`config.mk`:
```
export PLATFORM = sky130hd
export DESIGN_NAME = command_ack_retry_engine_unit
export DESIGN_NICKNAME = d
export VERILOG_FILES = /design/src/rtl/carq_pkg.sv /design/src/rtl/command_ack_retry_engine_unit.sv /design/src/rtl/carq_front.sv /design/src/rtl/carq_back.sv
export SDC_FILE = /design/constraint.sdc
export NUM_CORES = 1
export LEC_CHECK = 0
export BUFFER_PORTS_ARGS = -buffer_cell sky130_fd_sc_hd__buf_2
export CORE_MARGIN = 2
export CORE_UTILIZATION = 61
export DETAILED_ROUTE_END_ITERATION = 10
export PLACE_DENSITY = 0.8
export SYNTH_ARGS = -nofsm -noshare
export SYNTH_HDL_FRONTEND = slang
export SYNTH_SLANG_ARGS = --single-unit
```
`constraint.sdc`:
```
create_clock -name aclk -period 4.95 [get_ports aclk]
set_clock_uncertainty 0.15 [all_clocks]
set_input_delay 0 -clock aclk [delete_from_list [all_inputs] [get_ports aclk]]
set_output_delay 0 -clock aclk [all_outputs]
set_load 0.1 [all_outputs]
```
`src/rtl/carq_pkg.sv`:
```
// ============================================================================
// carq_pkg
// Shared types and constants for the command ack / retry engine.
// ============================================================================
package carq_pkg;

    // Field widths
    localparam int CMD_W     = 2;
    localparam int ID_W      = 16;
    localparam int TAG_W     = 8;
    localparam int CODE_W    = 8;
    localparam int RETRY_W   = 4;
    localparam int TIMEOUT_W = 16;
    localparam int TIMER_W   = 20;
    localparam int STATUS_W  = 3;

    // Stream packing
    localparam int S_TDATA_W = 40;
    localparam int M_TDATA_W = 32;

    // Configuration port
    localparam int CFG_IDX_W  = 2;
    localparam int CFG_DATA_W = 16;

    // Defaults
    localparam int DEF_QUEUE_DEPTH = 8;
    localparam logic [RETRY_W-1:0]   RETRY_LIMIT_RST   = 4'd3;
    localparam logic [TIMEOUT_W-1:0] TIMEOUT_TICKS_RST = 16'd500;

    // Event queue between front and back
    localparam int EVQ_DEPTH = 2;
    localparam int EVQ_AW    = $clog2(EVQ_DEPTH);
    localparam int EVQ_CW    = $clog2(EVQ_DEPTH + 1);

    // Register indexes
    typedef enum logic [CFG_IDX_W-1:0] {
        REG_RETRY_LIMIT   = 2'd0,
        REG_TIMEOUT_TICKS = 2'd1
    } reg_idx_t;

    // Input command codes
    typedef enum logic [CMD_W-1:0] {
        OP_ENQUEUE = 2'd0,
        OP_ACK     = 2'd1,
        OP_POLL    = 2'd2,
        OP_TICK    = 2'd3
    } op_t;

    // Acknowledgement result codes
    typedef enum logic [CODE_W-1:0] {
        ACK_ACCEPTED    = 8'd0,
        ACK_TEMP_REJECT = 8'd1,
        ACK_DENIED      = 8'd2,
        ACK_UNSUPPORTED = 8'd3,
        ACK_FAILED      = 8'd4,
        ACK_IN_PROGRESS = 8'd5
    } ack_code_t;

    // Acknowledgement classes seen by the back end
    typedef enum logic [1:0] {
        ACLS_SUCCESS,
        ACLS_DENY,
        ACLS_PROGRESS,
        ACLS_IGNORE
    } ack_class_t;

    // Completion status
    typedef enum logic [STATUS_W-1:0] {
        ST_SUCCESS  = 3'd0,
        ST_DENIED   = 3'd1,
        ST_CONN_ERR = 3'd2,
        ST_TIMEOUT  = 3'd3,
        ST_QFULL    = 3'd4
    } status_t;

    // Result kind
    localparam logic KIND_TX   = 1'b0;
    localparam logic KIND_DONE = 1'b1;

    // Classified event word
    typedef struct packed {
        op_t              op;
        logic [ID_W-1:0]  id;
        logic [TAG_W-1:0] tag;
        ack_class_t       acls;
        logic             link;
    } event_t;

    // Live configuration
    typedef struct packed {
        logic [RETRY_W-1:0]   retry_limit;
        logic [TIMEOUT_W-1:0] timeout_ticks;
    } cfg_t;

endpackage

```
`src/rtl/command_ack_retry_engine_unit.sv`:
```
// ============================================================================
// command_ack_retry_engine_unit
// Stop-and-wait command engine with acknowledgement matching and retries.
// ============================================================================
// Path: an accepted input word passes the event queue, then the result
// register, before its result appears on the result stream.
// Throughput: one word per cycle unless the result stream stalls; an enqueue
// into an empty queue or any completion holds the next event for a head re-read.
// Reset: synchronous active-low aresetn empties both queues, clears the timer
// and loads retry_limit = 3, timeout_ticks = 500; command memory is not cleared.
module command_ack_retry_engine_unit #(
    parameter int QUEUE_DEPTH = carq_pkg::DEF_QUEUE_DEPTH
) (
    input  logic                              aclk,
    input  logic                              aresetn,
    // configuration write port
    input  logic                              cfg_we,
    input  logic [carq_pkg::CFG_IDX_W-1:0]    cfg_index,
    input  logic [carq_pkg::CFG_DATA_W-1:0]   cfg_data,
    // input stream
    input  logic                              s_tvalid,
    output logic                              s_tready,
    // [15:0] command_id, [23:16] message_tag, [31:24] ack_result, [32] link_ok
    input  logic [carq_pkg::S_TDATA_W-1:0]    s_tdata,
    // [1:0] command
    input  logic [carq_pkg::CMD_W-1:0]        s_tuser,
    // result stream
    output logic                              m_tvalid,
    input  logic                              m_tready,
    // [7:0] out_tag, [23:8] out_command_id, [26:24] out_status
    output logic [carq_pkg::M_TDATA_W-1:0]    m_tdata,
    // [0] out_kind
    output logic                              m_tuser
);
    import carq_pkg::*;

    cfg_t    cfg_reg;
    logic    ev_valid;
    event_t  ev_word;
    logic    ev_pop;

    // configuration registers
    always_ff @(posedge aclk) begin
        if (!aresetn) begin
            cfg_reg.retry_limit   <= RETRY_LIMIT_RST;
            cfg_reg.timeout_ticks <= TIMEOUT_TICKS_RST;
        end else if (cfg_we) begin
            if (cfg_index == REG_RETRY_LIMIT) begin
                cfg_reg.retry_limit <= cfg_data[RETRY_W-1:0];
            end else if (cfg_index == REG_TIMEOUT_TICKS) begin
                cfg_reg.timeout_ticks <= cfg_data[TIMEOUT_W-1:0];
            end
        end
    end

    carq_front u_front (
        .aclk     (aclk),
        .aresetn  (aresetn),
        .s_tvalid (s_tvalid),
        .s_tready (s_tready),
        .s_tdata  (s_tdata),
        .s_tuser  (s_tuser),
        .ev_valid (ev_valid),
        .ev_word  (ev_word),
        .ev_pop   (ev_pop)
    );

    carq_back #(
        .QUEUE_DEPTH (QUEUE_DEPTH)
    ) u_back (
        .aclk     (aclk),
        .aresetn  (aresetn),
        .cfg      (cfg_reg),
        .ev_valid (ev_valid),
        .ev_word  (ev_word),
        .ev_pop   (ev_pop),
        .m_tvalid (m_tvalid),
        .m_tready (m_tready),
        .m_tdata  (m_tdata),
        .m_tuser  (m_tuser)
    );

endmodule

```
`src/rtl/carq_front.sv`:
```
// ============================================================================
// carq_front
// Accepts input words, classifies them and queues them for the back end.
// ============================================================================
module carq_front (
    input  logic                             aclk,
    input  logic                             aresetn,
    input  logic                             s_tvalid,
    output logic                             s_tready,
    // [15:0] command_id, [23:16] message_tag, [31:24] ack_result, [32] link_ok
    input  logic [carq_pkg::S_TDATA_W-1:0]   s_tdata,
    // [1:0] command
    input  logic [carq_pkg::CMD_W-1:0]       s_tuser,
    output logic                             ev_valid,
    output carq_pkg::event_t                 ev_word,
    input  logic                             ev_pop
);
    import carq_pkg::*;

    event_t              evq_mem [EVQ_DEPTH];
    logic [EVQ_AW-1:0]   wr_ptr_reg, wr_ptr_next;
    logic [EVQ_AW-1:0]   rd_ptr_reg, rd_ptr_next;
    logic [EVQ_CW-1:0]   cnt_reg, cnt_next;
    event_t              cls_word;
    logic                push;
    logic                pop;
    logic [CODE_W-1:0]   code;

    // classify the incoming word
    always_comb begin
        code          = s_tdata[31:24];
        cls_word.op   = op_t'(s_tuser);
        cls_word.id   = s_tdata[15:0];
        cls_word.tag  = s_tdata[23:16];
        cls_word.link = s_tdata[32];
        unique case (code)
            ACK_ACCEPTED:    cls_word.acls = ACLS_SUCCESS;
            ACK_TEMP_REJECT,
            ACK_DENIED,
            ACK_UNSUPPORTED,
            ACK_FAILED:      cls_word.acls = ACLS_DENY;
            ACK_IN_PROGRESS: cls_word.acls = ACLS_PROGRESS;
            default:         cls_word.acls = ACLS_IGNORE;
        endcase
    end

    assign s_tready = (cnt_reg != EVQ_CW'(EVQ_DEPTH));
    assign push     = s_tvalid && s_tready;
    assign pop      = ev_pop && ev_valid;
    assign ev_valid = (cnt_reg != '0);
    assign ev_word  = evq_mem[rd_ptr_reg];

    // pointer and fill count update
    always_comb begin
        wr_ptr_next = wr_ptr_reg;
        rd_ptr_next = rd_ptr_reg;
        cnt_next    = cnt_reg;
        if (push) begin
            wr_ptr_next = (wr_ptr_reg == EVQ_AW'(EVQ_DEPTH - 1)) ? '0 : wr_ptr_reg + 1'b1;
        end
        if (pop) begin
            rd_ptr_next = (rd_ptr_reg == EVQ_AW'(EVQ_DEPTH - 1)) ? '0 : rd_ptr_reg + 1'b1;
        end
        if (push && !pop) begin
            cnt_next = cnt_reg + 1'b1;
        end else if (pop && !push) begin
            cnt_next = cnt_reg - 1'b1;
        end
    end

    always_ff @(posedge aclk) begin
        if (!aresetn) begin
            wr_ptr_reg <= '0;
            rd_ptr_reg <= '0;
            cnt_reg    <= '0;
        end else begin
            wr_ptr_reg <= wr_ptr_next;
            rd_ptr_reg <= rd_ptr_next;
            cnt_reg    <= cnt_next;
        end
    end

    // event storage
    always_ff @(posedge aclk) begin
        if (push) begin
            evq_mem[wr_ptr_reg] <= cls_word;
        end
    end

endmodule

```
`src/rtl/carq_back.sv`:
```
// ============================================================================
// carq_back
// Command queue, retry timer, result reg; one event per cycle unless stalled.
// ============================================================================
module carq_back #(
    parameter int QUEUE_DEPTH = carq_pkg::DEF_QUEUE_DEPTH
) (
    input  logic                             aclk,
    input  logic                             aresetn,
    input  carq_pkg::cfg_t                   cfg,
    input  logic                             ev_valid,
    input  carq_pkg::event_t                 ev_word,
    output logic                             ev_pop,
    output logic                             m_tvalid,
    input  logic                             m_tready,
    // [7:0] out_tag, [23:8] out_command_id, [26:24] out_status
    output logic [carq_pkg::M_TDATA_W-1:0]   m_tdata,
    // [0] out_kind
    output logic                             m_tuser
);
    import carq_pkg::*;

    localparam int AW = (QUEUE_DEPTH > 1) ? $clog2(QUEUE_DEPTH) : 1;
    localparam int CW = $clog2(QUEUE_DEPTH + 1);

    // command memory
    logic [ID_W-1:0]    id_mem  [QUEUE_DEPTH];
    logic [TAG_W-1:0]   tag_mem [QUEUE_DEPTH];
    logic [ID_W-1:0]    rd_id_reg;
    logic [TAG_W-1:0]   rd_tag_reg;

    // control state
    logic [AW-1:0]      head_reg, head_next;
    logic [CW-1:0]      count_reg, count_next;
    logic               sent_reg, sent_next;
    logic [RETRY_W-1:0] retries_reg, retries_next;
    logic [TIMER_W-1:0] timer_reg, timer_next;
    logic               armed_reg, armed_next;
    logic               hold_reg, hold_next;

    // result register
    logic               out_valid_reg;
    logic               out_kind_reg;
    logic [TAG_W-1:0]   out_tag_reg;
    logic [ID_W-1:0]    out_id_reg;
    status_t            out_status_reg;

    logic               go;
    logic               res_valid;
    logic               res_kind;
    logic [TAG_W-1:0]   res_tag;
    logic [ID_W-1:0]    res_id;
    status_t            res_status;
    logic               wr_en;
    logic [AW-1:0]      wr_slot;
    logic [CW:0]        slot_sum;
    logic [TIMER_W-1:0] prog_ticks;

    assign go     = ev_valid && !hold_reg && (!out_valid_reg || m_tready);
    assign ev_pop = go;

    assign slot_sum   = (CW + 1)'(head_reg) + (CW + 1)'(count_reg);
    assign wr_slot    = (slot_sum >= (CW + 1)'(QUEUE_DEPTH))
                        ? AW'(slot_sum - (CW + 1)'(QUEUE_DEPTH)) : AW'(slot_sum);
    assign prog_ticks = TIMER_W'(retries_reg) * TIMER_W'(cfg.timeout_ticks);

    // event processing
    always_comb begin
        logic complete;
        logic transmit;
        status_t cst;
        complete     = 1'b0;
        transmit     = 1'b0;
        cst          = ST_SUCCESS;
        head_next    = head_reg;
        count_next   = count_reg;
        sent_next    = sent_reg;
        retries_next = retries_reg;
        timer_next   = timer_reg;
        armed_next   = armed_reg;
        hold_next    = 1'b0;
        wr_en        = 1'b0;
        res_valid    = 1'b0;
        res_kind     = KIND_DONE;
        res_tag      = rd_tag_reg;
        res_id       = rd_id_reg;
        res_status   = ST_SUCCESS;

        if (go) begin
            if (ev_word.op == OP_ENQUEUE) begin
                if (count_reg == CW'(QUEUE_DEPTH)) begin
                    res_valid  = 1'b1;
                    res_tag    = ev_word.tag;
                    res_id     = ev_word.id;
                    res_status = ST_QFULL;
                end else begin
                    wr_en      = 1'b1;
                    count_next = count_reg + 1'b1;
                    // head read data goes stale when the first entry lands
                    hold_next  = (count_reg == '0);
                end
            end else if (count_reg != '0) begin
                unique case (ev_word.op)
                    OP_ACK: begin
                        if (rd_id_reg == ev_word.id) begin
                            unique case (ev_word.acls)
                                ACLS_SUCCESS: begin
                                    complete = 1'b1;
                                    cst      = ST_SUCCESS;
                                end
                                ACLS_DENY: begin
                                    complete = 1'b1;
                                    cst      = ST_DENIED;
                                end
                                ACLS_PROGRESS: begin
                                    timer_next = prog_ticks;
                                    armed_next = 1'b1;
                                end
                                ACLS_IGNORE: begin
                                end
                            endcase
                        end
                    end
                    OP_POLL: begin
                        if (!sent_reg) begin
                            if (!ev_word.link) begin
                                complete = 1'b1;
                                cst      = ST_CONN_ERR;
                            end else begin
                                transmit     = 1'b1;
                                sent_next    = 1'b1;
                                retries_next = cfg.retry_limit;
                                timer_next   = TIMER_W'(cfg.timeout_ticks);
                                armed_next   = 1'b1;
                            end
                        end
                    end
                    OP_TICK: begin
                        if (armed_reg) begin
                            if (timer_reg > TIMER_W'(1)) begin
                                timer_next = timer_reg - 1'b1;
                            end else if (retries_reg == '0) begin
                                complete = 1'b1;
                                cst      = ST_TIMEOUT;
                            end else if (!ev_word.link) begin
                                complete = 1'b1;
                                cst      = ST_CONN_ERR;
                            end else begin
                                transmit     = 1'b1;
                                retries_next = retries_reg - 1'b1;
                                timer_next   = TIMER_W'(cfg.timeout_ticks);
                                armed_next   = 1'b1;
                            end
                        end
                    end
                    default: begin
                    end
                endcase
            end

            // pop the front on completion
            if (complete) begin
                res_valid  = 1'b1;
                res_status = cst;
                head_next  = (head_reg == AW'(QUEUE_DEPTH - 1)) ? '0 : head_reg + 1'b1;
                count_next = count_reg - 1'b1;
                sent_next  = 1'b0;
                armed_next = 1'b0;
                timer_next = '0;
                hold_next  = 1'b1;
            end else if (transmit) begin
                res_valid = 1'b1;
                res_kind  = KIND_TX;
            end
        end
    end

    // control registers
    always_ff @(posedge aclk) begin
        if (!aresetn) begin
            head_reg      <= '0;
            count_reg     <= '0;
            sent_reg      <= 1'b0;
            retries_reg   <= '0;
            timer_reg     <= '0;
            armed_reg     <= 1'b0;
            hold_reg      <= 1'b0;
            out_valid_reg <= 1'b0;
        end else begin
            head_reg    <= head_next;
            count_reg   <= count_next;
            sent_reg    <= sent_next;
            retries_reg <= retries_next;
            timer_reg   <= timer_next;
            armed_reg   <= armed_next;
            hold_reg    <= hold_next;
            if (go && res_valid) begin
                out_valid_reg <= 1'b1;
            end else if (m_tready) begin
                out_valid_reg <= 1'b0;
            end
        end
    end

    // result payload
    always_ff @(posedge aclk) begin
        if (go && res_valid) begin
            out_kind_reg   <= res_kind;
            out_tag_reg    <= res_tag;
            out_id_reg     <= res_id;
            out_status_reg <= res_status;
        end
    end

    // command memory: write on enqueue, registered read of the head slot
    always_ff @(posedge aclk) begin
        if (wr_en) begin
            id_mem[wr_slot]  <= ev_word.id;
            tag_mem[wr_slot] <= ev_word.tag;
        end
        rd_id_reg  <= id_mem[head_reg];
        rd_tag_reg <= tag_mem[head_reg];
    end

    assign m_tvalid = out_valid_reg;
    assign m_tuser  = out_kind_reg;
    assign m_tdata  = {5'b0, out_status_reg, out_id_reg, out_tag_reg};

endmodule

```
# Word-level counts from Yosys, hierarchy flattened
# Memory sizes are Yosys's and may differ from the RTL's. A register that Yosys moved wholly into a read port is not among the register bits.
# Cells that the tools add are included.
# W data, S select, Z words.
[totals]
output_inout_bits = 35
ramBits = 250
memories = 3
wordCells = 206
ff_bits = 87
[memory_table]
columns = ["memory", "words", "word_bits", "rd", "rd_ports_with_merged_regs", "wr", "line_no", "source"]
rows = [
  ["u_back.id_mem", 8, 16, 1, 1, 1, "carq_back.sv:27", "logic [ID_W-1:0] id_mem [QUEUE_DEPTH];"],
  ["u_back.tag_mem", 8, 8, 1, 1, 1, "carq_back.sv:28", "logic [TAG_W-1:0] tag_mem [QUEUE_DEPTH];"],
  ["u_front.evq_mem", 2, 29, 1, 1, 1, "carq_front.sv:20", "event_t evq_mem [EVQ_DEPTH];"],
]
[op_classes]
n_lt_le_gt_ge = 2
addsub = 11
multipliers = 1
n_reduce_logical = 39
muxes = 101
n_eq_ne = 29
bitwise_logic = 3
[op_table]
columns = ["operator", "n"]
rows = [
  ["$mux W20", 10],
  ["$pmux W20 S3", 1],
  ["$mux W1", 54],
  ["$mux W16", 3],
  ["$mux W4", 9],
  ["$mux W3", 11],
  ["$mux W8", 3],
  ["$gt A20 B1 Y1 const B", 1],
  ["$mul A4 B16 Y20", 1],
  ["$sub A20 B1 Y20 const B", 1],
  ["$eq A16 B16 Y1", 1],
  ["$eq A8 B2 Y1 const B", 2],
  ["$eq A8 B3 Y1 const B", 2],
  ["$reduce_bool A2 Y1", 7],
  ["$ne A2 B2 Y1 const B", 6],
  ["$reduce_and A10 Y1", 1],
  ["$ne A3 B1 Y1 const B", 3],
  ["$pmux W3 S3", 1],
  ["$reduce_and A9 Y1", 1],
  ["$eq A8 B1 Y1 const B", 1],
  ["$logic_not A4 Y1", 2],
  ["$logic_not A8 Y1", 1],
  ["$mux W2", 4],
  ["$pmux W4 S2", 1],
  ["32 further kinds", 59],
]

# Longest topological paths before layout
# Gate-level depths: netlist (run 1).
[logic_depth]
ltp_word = 13
depth_mapped = 16
depth_no_buf = 14

# By module
# A second synthesis (run 1) with hierarchy kept.
[hier_totals]
hier_cells = 1257
hier_area_um2 = 16900.0
[by_module_without_submodules]
columns = ["module", "seq_area_each_um2", "cells_each", "n_inst", "area_each_um2"]
rows = [
  ["carq_back", 7787.5, 1048, 1, 13695.6],
  ["carq_front", 1841.8, 121, 1, 2367.3],
  ["command_ack_retry_engine_unit", 400.4, 88, 1, 837.1],
]

# Worst setup path after synthesis (run 1)
# No wires, ideal clock.
[synth_timing]
path_kind = "reg2reg"
start = "register u_back.retries_reg[1]"
end = "register u_back.timer_reg[19]"
arrival_ns = 3.983
period_less_slack_ns = 4.250
setup_slack_ns = 0.700
path_stages_with_launch = 16
setup_time_ns = 0.117
path_buffers = 2
path_cell_list = "dfxtp_1 clkbuf_1 buf_1 nand2_1 fa_1 inv_1 fa_1 ha_1 o21ai_0 o21a_1 a2111oi_0 nor2_1 a211o_1 o21ai_0 mux2i_1 a32o_1"
[synth_between]
elab_chain_len = 10
[synth_lines]
columns = ["element", "line_no", "source"]
rows = [
  ["start: declaration", "carq_back.sv:36", "logic [RETRY_W-1:0] retries_reg, retries_next;"],
  ["start signal: assignment", "carq_back.sv:193", "retries_reg <= retries_next;"],
  ["branches (longest 10 deep; another with $mul A4 B16 Y20)", "-", ""],
  ["end signal: assignment", "carq_back.sv:194", "timer_reg <= timer_next;"],
  ["end: declaration", "carq_back.sv:37", "logic [TIMER_W-1:0] timer_reg, timer_next;"],
]
# Several ways; the timed one is not identified. The select of a mux whose other input is x is not followed.
# A chain may end at the register's enable or synchronous reset.

# Worst setup path after layout (run 1)
# Ends and elaborated chain as after synthesis.

==> flow_summary.yaml, run 1 <==
setup_path:
  cp.arrival_ns: 4.92
  startpoint_type: "flip-flop"
  worst-setup-path-type: "flip-flop to flip-flop"
  cp-end-kind: "flip-flop"
  required_ns: 5.22
  crit_path_top_delay_cell: "dfxtp_1"
  crit_top_cell: "fa_1"
  crit_chain: "nand2_1 -> fa_1 -> inv_1 -> fa_1 -> ha_1 -> o211ai_1 -> o21a_1 -> a2111oi_0 -> nor2_1 -> a211o_1 -> o21ai_0 -> mux2i_1 -> a32o_1"
  critPathMaxStageDelay_ns: 0.70
  cp_max_fo: 19
sta:
  tightest_slew_ns: 1.18
  setup-violations-final: 0
  setup_ws_ns: 0.307
  rsz0062_at_grt: "false"
  finalSetupTns_ns: 0
  slew_headroom: 0.216
  final_max_slew_viol_count: 0
  fmax_mhz: 215
  fin_crit_ns: 4.64
  hold_viol: 0
  fin_crit_sh: 0.938
floorplanning:
  core_area_um2: 26900
  die_w_um: 169
  ios: 100
  die_area_um2: 28600
  num_rows: 60
  initial_utilization: 0.619
  fp.dieH_um: 169
layout:
  finish.utilization: 0.724
  area_growth_pct: 16.9
  diodes: 0
  drive_above_1_share: 0.228
  largest_reg_flops: 128
  regMostFlops: "u_back.id_mem"
  reg_top3: "u_back.id_mem (128), u_back.tag_mem (64), u_front.evq_mem (58)"
  nets: 1496
  nFillCells: 1678
route:
  vias: 10600
  dr.pass1.iters: 5
  viasPerCell: 6.10
  drc: 0
  wire_per_inst_um: 21.3
  drtIter0Drc: 935
  routed_wl_mm: 37.1
  ant_nets: 0
outcome:
  run_status: "complete, no violations"
power:
  ir_worst_vdd_mv: 0.249
  p_leak_uw: 0.00714
  p_per_area_nw_per_um2: 426
clocking:
  ctsHoldBuffers: 68
  path_clk_slew_ns: 0.06
  numClockSinks: 362
  root_buffer: "clkbuf_16"
  postCtsSetupRepairBufs: 0
  h-tree-depth: 2
  cts_buffers: 38
  cts.repair.resized: 0
  cts_buffer_depth: 3
  cts_tree: "built"
  clk_latency_ns: 0.53
grt:
  use_met2: 0.455
  met1_usage: 0.352
  grt_util_all_layers: 0.264
  grt_pass1_vias: 10800
  grt_max_degree: 52
  overflow: 0
  grt_pass1_wl_mm: 58.2
  antenna_found_initial: 0
  met3_usage: 0.0385
  busiest_layer: "met2"
yosys:
  synth_async_sr_flop_share: 0
  synth_top_area_share: 0.502
  syn_avg_cell_area_um2: 13.9
  ys.flop_type: "edfxtp_1"
  seq_area_frac_synth: 0.603
  synth_commonest_cells: "278 x edfxtp_1, 133 x nand2_1, 84 x dfxtp_1"
  synth_enable_flop_cells: 278
  yosysMostFrequentCell: "edfxtp_1"
  synth_cell_types: 77
  synth_area_leader_cell: "edfxtp_1"
  synth_seq_cells: 362
  synthCells: 1198
  ys_top_cells_by_area: "edfxtp_1 50%, dfxtp_1 10%, mux4_2 6.5%"
  synth_area_um2: 16600
  ys.warnings.count: 0
placement:
  hpwl_mm: 22.5
  io_buffer_count: 87
  pre_cts_slack_ns: 0.340
  place_congestion: 0.913
hold_path:
  min_path_type: "input pin to flip-flop"
flow_run:
  maxCapViolations: 0
[cell usage in the layout (no fill, tap or decap), drive strengths merged, types with 4 or more instances in the layout]
cell	Yosys	final
edfxtp	278	278
nor3	24	24
nor2b	5	5
and2	23	23
xnor2	14	14
nand3	19	19
fa	30	30
nor4	11	11
clkbuf	35	56
or4	7	7
nand4	6	6
or3	6	6
o2111ai	5	5
xor2	29	29
nor2	50	50
a32o	6	6
and3	4	4
mux4	48	48
nand2b	17	17
inv	48	50
dlygate4sd3	0	68
ha	33	33
mux2i	15	15
o21a	4	4
mux2	75	75
a31oi	9	9
nand2	133	133
conb	1	5
o211ai	5	5
a21o	8	8
a32oi	7	7
dfxtp	84	84
a21oi	57	57
a211oi	15	15
o21ai	22	22
buf	21	114
clkinv	0	8
[final cells by class]
type / instances / area (µm²) / area share
flip-flops and latches: 362 / 10000 / 0.516
inverters: 48 / 180 / 0.00926
clock inverters: 14 / 161 / 0.00830
clock buffers: 56 / 1060 / 0.0545
well taps: 341 / 427 / 0.0219
multi-input cells: 736 / 6220 / 0.320
repair buffers: 182 / 1370 / 0.0704
[power breakdown]
part	switching [µW]	internal, µW
clock	1140	1650
sequential	141	3670
combinational	1060	624
[logic make-up (layout without fill, tap and decap cells)]
kind of cell    Yosys count  after routing  share of synthesized area
flops                   362            362                      0.603
compound gates          167            167                     0.0674
other cells               1              5                   0.000225
fa+ha+maj                63             63                     0.0609
mux                     138            138                      0.125
buf+inv                 104            300                     0.0274
xor+xnor                 43             43                     0.0226
simple gates            320            320                     0.0939
[metal layers]
layer | up-vias | routed length [µm]
met4 | 0 | 898
met2 | 430 | 18600
met5 | - | 0
li1 | 4831 | -
met3 | 65 | 2400
met1 | 5284 | 15200
[critical path: cells and delay by family (launching register included)]
family | cells | cell delay (ns)
AOI/OAI and AO/OA | 6 | 1.84
adders and majority gates | 3 | 1.36
DFF | 1 | 0.70
and+or+nand+nor | 2 | 0.33
muxes | 1 | 0.11
buffers and inverters | 1 | 0.05
[stage by stage]
step | power (µW) | cell area [µm²] | hold slack (ns) | instances
after floorplan | 5040 | 16700 | -0.0511 | 1202
after global placement | 5420 | 17500 | 0.0383 | 1601
after detailed placement | 5480 | 17500 | 0.0407 | 1601
after CTS | 8300 | 19400 | 0.00485 | 1739
after global routing | 8610 | 19400 | 0.0557 | 1739
final | 8290 | 19400 | 0.0528 | 1739
[worst paths after layout]
check | depth (start not counted) | slack (ns) | endpoint | from
worst min-delay path | 4 | 0.05 | cfg_reg[10]$_SDFFE_PN0P_ | cfg_index[0]
worst min register to register | 2 | 0.35 | u_front.cnt_reg[1]$_SDFFE_PN0P_ | u_front.cnt_reg[1]$_SDFFE_PN0P_
worst max register to register | 13 | 0.31 | u_back.timer_reg[19]$_SDFFE_PN0P_ | u_back.retries_reg[1]$_SDFFE_PN0P_
worst max-delay path | 13 | 0.31 | u_back.timer_reg[19]$_SDFFE_PN0P_ | u_back.retries_reg[1]$_SDFFE_PN0P_
Note: power is estimated with default switching activity, not from simulation.
==> run 2: changes to the inputs <==
--- a/config.mk
+++ b/config.mk
@@ -9,7 +9,9 @@
 export CORE_MARGIN = 2
 export CORE_UTILIZATION = 61
 export DETAILED_ROUTE_END_ITERATION = 10
+export GPL_ROUTABILITY_DRIVEN = 1
 export PLACE_DENSITY = 0.8
 export SYNTH_ARGS = -nofsm -noshare
 export SYNTH_HDL_FRONTEND = slang
+export SYNTH_HIERARCHICAL = 1
 export SYNTH_SLANG_ARGS = --single-unit
==> flow_summary.yaml, run 2 <==
placement:
  io_buffer_count: 87
  place_congestion: 0.876
  hpwl_mm: 23.0
yosys:
  syn_avg_cell_area_um2: 13.4
  synth_enable_flop_cells: 278
  yosysMostFrequentCell: "edfxtp_1"
  ys_top_cells_by_area: "edfxtp_1 49%, dfxtp_1 10%, mux4_2 6.4%"
  synth_seq_cells: 362
  synthCells: 1257
  synth_cell_types: 85
  ys.warnings.count: 6
  synth_top_area_share: 0.494
  synth_area_leader_cell: "edfxtp_1"
  synth_commonest_cells: "278 x edfxtp_1, 184 x nand2_1, 84 x dfxtp_1"
  ys.flop_type: "edfxtp_1"
  synth_area_um2: 16900
  synth_async_sr_flop_share: 0
  seq_area_frac_synth: 0.593
clocking:
  cts_tree: "built"
  cts_buffer_depth: 3
  numClockSinks: 362
  root_buffer: "clkbuf_16"
  cts_buffers: 37
  path_clk_slew_ns: 0.06
  h-tree-depth: 2
  clk_latency_ns: 0.53
floorplanning:
  die_area_um2: 29100
  ios: 100
  die_w_um: 170
  fp.dieH_um: 170
  initial_utilization: 0.624
  core_area_um2: 27100
  num_rows: 60
route:
  routed_wl_mm: 38.9
  ant_nets: 0
  drc: 0
  drtIter0Drc: 965
  vias: 11100
  viasPerCell: 6.04
  dr.pass1.iters: 5
  wire_per_inst_um: 21.2
layout:
  area_growth_pct: 16.9
  regMostFlops: "u_back/id_mem"
  nets: 1567
  final_cell_mix: "278 x edfxtp_1, 184 x nand2_1, 87 x dlygate4sd3_1, 87 x buf_2, 82 x dfxtp_1"
  drive_above_1_share: 0.210
  final_common_cell: "edfxtp_1"
  largest_reg_flops: 128
  diodes: 0
  reg_top3: "u_back/id_mem (128), u_back/tag_mem (64), u_front/evq_mem (58)"
hold_path:
  min_path_type: "input pin to flip-flop"
sta:
  fin_crit_ns: 4.39
  rsz0062_at_grt: "false"
  slew_headroom: 0.315
  tightest_slew_ns: 1.02
  final_max_slew_viol_count: 0
  fmax_mhz: 228
  setup-violations-final: 0
  hold_viol: 0
  finalSetupTns_ns: 0
  fin_crit_sh: 0.888
setup_path:
  cp-end-kind: "flip-flop"
  startpoint_type: "flip-flop"
  worst-setup-path-type: "flip-flop to flip-flop"
  cp.arrival_ns: 4.71
  cp_max_fo: 21
  required_ns: 5.27
power:
  combPwrFrac: 0.190
  clkPwrFrac: 0.336
  p_int_uw: 5680
  finalPower_uw: 7900
  seq_power_share: 0.474
  netSwitchingFraction: 0.281
  switchingPower_uw: 2220
  ir_worst_vdd_mv: 0.298
  p_per_area_nw_per_um2: 400
  p_leak_uw: 0.00732
grt:
  grt_util_all_layers: 0.276
  antenna_found_initial: 0
  grt_max_degree: 64
  grt_pass1_vias: 11200
  overflow: 0
  grt_pass1_wl_mm: 61.2
flow_run:
  maxCapViolations: 0
outcome:
  run_status: "complete, no violations"
==> run 2: cell types whose count changed after synthesis, moves of 7 or more <==
| cell | change |
|---|---|
| o211ai_1 | +12 |
| nand4b_1 | +7 |
| o21ai_0 | +12 |
| nor2b_1 | +11 |
| a211oi_1 | -11 |
| nand2_1 | +51 |
| a21oi_1 | -21 |
| and2_1 | +11 |
| nand2b_1 | -11 |
| mux2_2 | -17 |
==> run 2: final timing paths <==
kind | to | depth (start not counted) | slack (ns) | start
setup / recovery | u_back/timer_reg[19]$_SDFFE_PN0P_ | 13 | 0.56 | u_back/retries_reg[2]$_SDFFE_PN0P_
setup reg to reg | u_back/timer_reg[19]$_SDFFE_PN0P_ | 13 | 0.56 | u_back/retries_reg[2]$_SDFFE_PN0P_
hold reg to reg | u_back/timer_reg[11]$_SDFFE_PN0P_ | 1 | 0.34 | u_back/timer_reg[11]$_SDFFE_PN0P_
hold / removal | u_front/evq_mem[0][13]$_DFFE_PP_ | 2 | 0.05 | s_tdata[2]
==> run 2: what timing repair did <==
item,CTS,global route
setup buffers,0,0
hold buffers,87,0
endpoints found under the hold margin,100,0
resized for setup,0,0
==> run 2: cell type report <==
| type | count | area [µm²] |
|---|---|---|
| inverters | 50 | 188 |
| flip-flops and latches | 362 | 10000 |
| clock inverters | 12 | 120 |
| repair buffers | 197 | 1480 |
| multi-input cells | 791 | 6450 |
| fillers | 1669 | 7340 |
| well taps | 372 | 465 |
| clock buffers | 56 | 1030 |
==> run 2: metal layers <==
metal / vias up / GRT usage / share of wire
met1: 5503 / 0.360 / 0.41
met3: 93 / 0.0398 / 0.066
met4: 0 / 0.0914 / 0.028
met2: 496 / 0.477 / 0.50
met5: - / 0 / 0
li1: 5013 / - / -
==> run 2: worst max-delay path, stage by stage (launching register included) <==
cell      delay, ns
dfxtp_1        0.79
nand2_1        0.16
fa_1           0.52
fa_1           0.60
inv_1          0.06
ha_1           0.30
a211oi_1       0.37
o211ai_1       0.21
a31oi_1        0.30
or2_2          0.21
nor2_1         0.05
nor4b_1        0.37
o21ai_0        0.15
nand3_1        0.10
==> run 2: kinds of logic (layout without fill, tap and decap cells) <==
group / count (synthesis) / after routing / share of synthesized area
DFF: 362 / 362 / 0.593
muxes: 123 / 123 / 0.113
adders and majority gates: 63 / 63 / 0.0600
buffers and inverters: 108 / 315 / 0.0280
other: 1 / 5 / 0.000222
AOI/OAI and AO/OA: 166 / 166 / 0.0684
xor gates and xnor gates: 41 / 41 / 0.0212
and+or+nand+nor: 393 / 393 / 0.116
==> run 2: per-stage QoR <==
step                      setup WS (ns)   util  cell area (µm²)  cells  hold slack, ns
final                             0.556  0.729            19800   1840          0.0469
after global routing              0.205  0.729            19800   1840          0.0485
after CTS                         0.574  0.729            19800   1840          0.0283
after detailed placement          0.594  0.655            17700   1685          0.0417
after global placement            0.691  0.655            17700   1685          0.0381
after floorplan                   0.922      -            16900   1261         -0.0511
==> run 2: power groups by stage <==
stage	combinational [µW]	sequential [µW]	clock, µW
finish	1500	3750	2650
floorplan	974	3830	0
global route	1610	3760	2800
CTS	1470	3750	2670
detailed placement	1400	3810	0
global placement	1360	3790	0
==> run 3: changes to the inputs <==
--- a/config.mk
+++ b/config.mk
@@ -11,6 +11,7 @@
 export DETAILED_ROUTE_END_ITERATION = 10
 export GPL_ROUTABILITY_DRIVEN = 1
 export PLACE_DENSITY = 0.8
+export RECOVER_POWER = 25
 export SYNTH_ARGS = -nofsm -noshare
 export SYNTH_HDL_FRONTEND = slang
 export SYNTH_HIERARCHICAL = 1
==> flow_summary.yaml, run 3 (synthesis results as in run 2) <==
power:
  ir_worst_vdd_mv: 0.298
  finalPower_uw: 7880
  p_leak_uw: 0.00718
  p_per_area_nw_per_um2: 400
clocking:
  cts_buffer_depth: 3
  numClockSinks: 362
  cts.repair.resized: 0
  clk_latency_ns: 0.54
  postCtsSetupRepairBufs: 0
  path_clk_slew_ns: 0.06
  cts_buffers: 37
  h-tree-depth: 2
  cts_tree: "built"
  root_buffer: "clkbuf_16"
  ctsHoldBuffers: 87
layout:
  largest_reg_flops: 128
  diodes: 0
  final_common_cell: "edfxtp_1"
  regMostFlops: "u_back/id_mem"
  drive_above_1_share: 0.167
  reg_top3: "u_back/id_mem (128), u_back/tag_mem (64), u_front/evq_mem (58)"
  stdcell_count: 1840
  final_cell_mix: "278 x edfxtp_1, 184 x nand2_1, 87 x dlygate4sd3_1"
  fin_area_um2: 19700
  area_growth_pct: 16.5
  nets: 1567
hold_path:
  hold_start: "s_tdata[13]"
  hold_end: "u_front/evq_mem[0][24]$_DFFE_PP_"
  min_path_cells: 2
  min_path_type: "input pin to flip-flop"
floorplanning:
  initial_utilization: 0.624
  fp.dieH_um: 170
  ios: 100
  num_rows: 60
  die_w_um: 170
  core_area_um2: 27100
  die_area_um2: 29100
setup_path:
  crit_path_top_delay_cell: "mux2_1"
  cp-end-kind: "flip-flop"
  cp_max_fo: 10
  required_ns: 5.21
  crit_chain: "clkbuf_1 -> mux2_1 -> xor2_1 -> nor4_1 -> nand4_1 -> nor3b_2 -> buf_4 -> nor2_1 -> nor3_2 -> ha_1 -> a21o_1 -> a21oi_1 -> mux2i_1 -> xor2_1 -> and2_1"
  cp.buffers_inverters: 2
  crit_top_cell: "xor2_1"
  r2r_end: "u_back/count_reg[3]$_SDFFE_PN0P_"
  ff2ff_setup_slack_ns: 0.40
  startpoint_type: "flip-flop"
  crit_family: "simple AND/OR/NAND/NOR gates"
  worst-setup-path-type: "flip-flop to flip-flop"
  critPathMaxStageDelay_ns: 0.54
  worstRegToRegCells: 15
  cp.arrival_ns: 4.81
sta:
  fmax_mhz: 220
  hold_viol: 0
  setup-violations-final: 0
  final_max_slew_viol_count: 0
  fin_crit_ns: 4.55
  rsz0062_at_grt: "false"
  slew_headroom: 0.208
  tightest_slew_ns: 1.19
  finalSetupTns_ns: 0
  fin_crit_sh: 0.919
route:
  viasPerCell: 6.06
  wire_per_inst_um: 21.2
  vias: 11100
  routed_wl_mm: 39.0
  ant_nets: 0
  dr.pass1.iters: 7
  drtIter0Drc: 936
  drc: 0
placement:
  io_buffer_count: 87
  hpwl_mm: 23.0
  place_congestion: 0.876
  place_inst: 1685
  placed_area_um2: 17700
grt:
  antenna_found_initial: 0
  overflow: 0
  grt_max_degree: 64
  grt_pass1_wl_mm: 61.2
  use_met2: 0.477
  grt_util_all_layers: 0.276
  met3_usage: 0.0398
  met1_usage: 0.360
  grt_pass1_vias: 11200
  busiest_layer: "met2"
flow_run:
  maxCapViolations: 0
outcome:
  run_status: "complete, no violations"
==> run 3: changes by cell type in the layout (fill, tap and decap cells not counted) <==
| cell | previous run | this run |
|---|---|---|
| mux2_1 | 0 | 12 |
| clkbuf_1 | 17 | 67 |
| mux2_2 | 57 | 45 |
| nand2b_4 | 1 | 0 |
| buf_4 | 23 | 22 |
| nand2b_1 | 6 | 7 |
| buf_2 | 87 | 38 |
==> run 3: how the worst max path moves through the flow <==
| stage | from | endpoint | cells past startpoint |
|---|---|---|---|
| after floorplan | u_back/retries_reg[3]$_SDFFE_PN0P_ | u_back/timer_reg[19]$_SDFFE_PN0P_ | 16 |
| after global placement | u_back/retries_reg[3]$_SDFFE_PN0P_ | u_back/timer_reg[19]$_SDFFE_PN0P_ | 13 |
| after detailed placement | u_back/retries_reg[3]$_SDFFE_PN0P_ | u_back/timer_reg[19]$_SDFFE_PN0P_ | 13 |
| after CTS | u_back/retries_reg[3]$_SDFFE_PN0P_ | u_back/timer_reg[19]$_SDFFE_PN0P_ | 13 |
| after global routing | flip-flop | u_back/count_reg[3]$_SDFFE_PN0P_ | 15 |
| final | flip-flop | u_back/count_reg[3]$_SDFFE_PN0P_ | 15 |
==> run 3: final cells by class <==
type,count,area [µm²]
Clock buffer,56,1030
Clock inverter,12,120
Fill cell,1702,7410
Inverter,50,188
Multi-Input combinational cell,791,6440
Sequential cell,362,10000
Tap cell,372,465
Timing Repair Buffer,197,1410
==> run 3: worst register-to-register path, delay by kind of cell, from the launching register on <==
| kind | cells | cell delay [ns] |
|---|---|---|
| flip-flops | 1 | 0.33 |
| adder cells (fa/ha/maj) | 1 | 0.34 |
| buffers and inverters | 2 | 0.71 |
| XOR/XNOR | 2 | 0.33 |
| AO/OA/AOI/OAI | 2 | 0.35 |
| multiplexers | 2 | 0.77 |
| AND/OR/NAND/NOR | 6 | 1.46 |
==> run 3: per-stage QoR <==
stage               hold slack (ns)  utilization  worst slack [ns]
floorplan                   -0.0511            -             0.922
global placement             0.0381        0.655             0.691
detailed placement           0.0417        0.655             0.594
CTS                          0.0283        0.729             0.574
global route                 0.0485        0.727             0.122
finish                       0.0472        0.727             0.399
==> run 3: where the power goes <==
group / internal [µW] / leakage, µW / total (µW) / switching [µW]
combinational: 498 / 0.00343 / 1480 / 982
clock: 1510 / 0.000546 / 2650 / 1150
sequential: 3650 / 0.00320 / 3750 / 93.3
total: 5660 / 0.00718 / 7880 / 2220
==> run 3: metal layers <==
metal	part of all wire	wire length, µm
met1	0.41	15900
met2	0.50	19400
met3	0.067	2620
met4	0.027	1060
met5	0	0
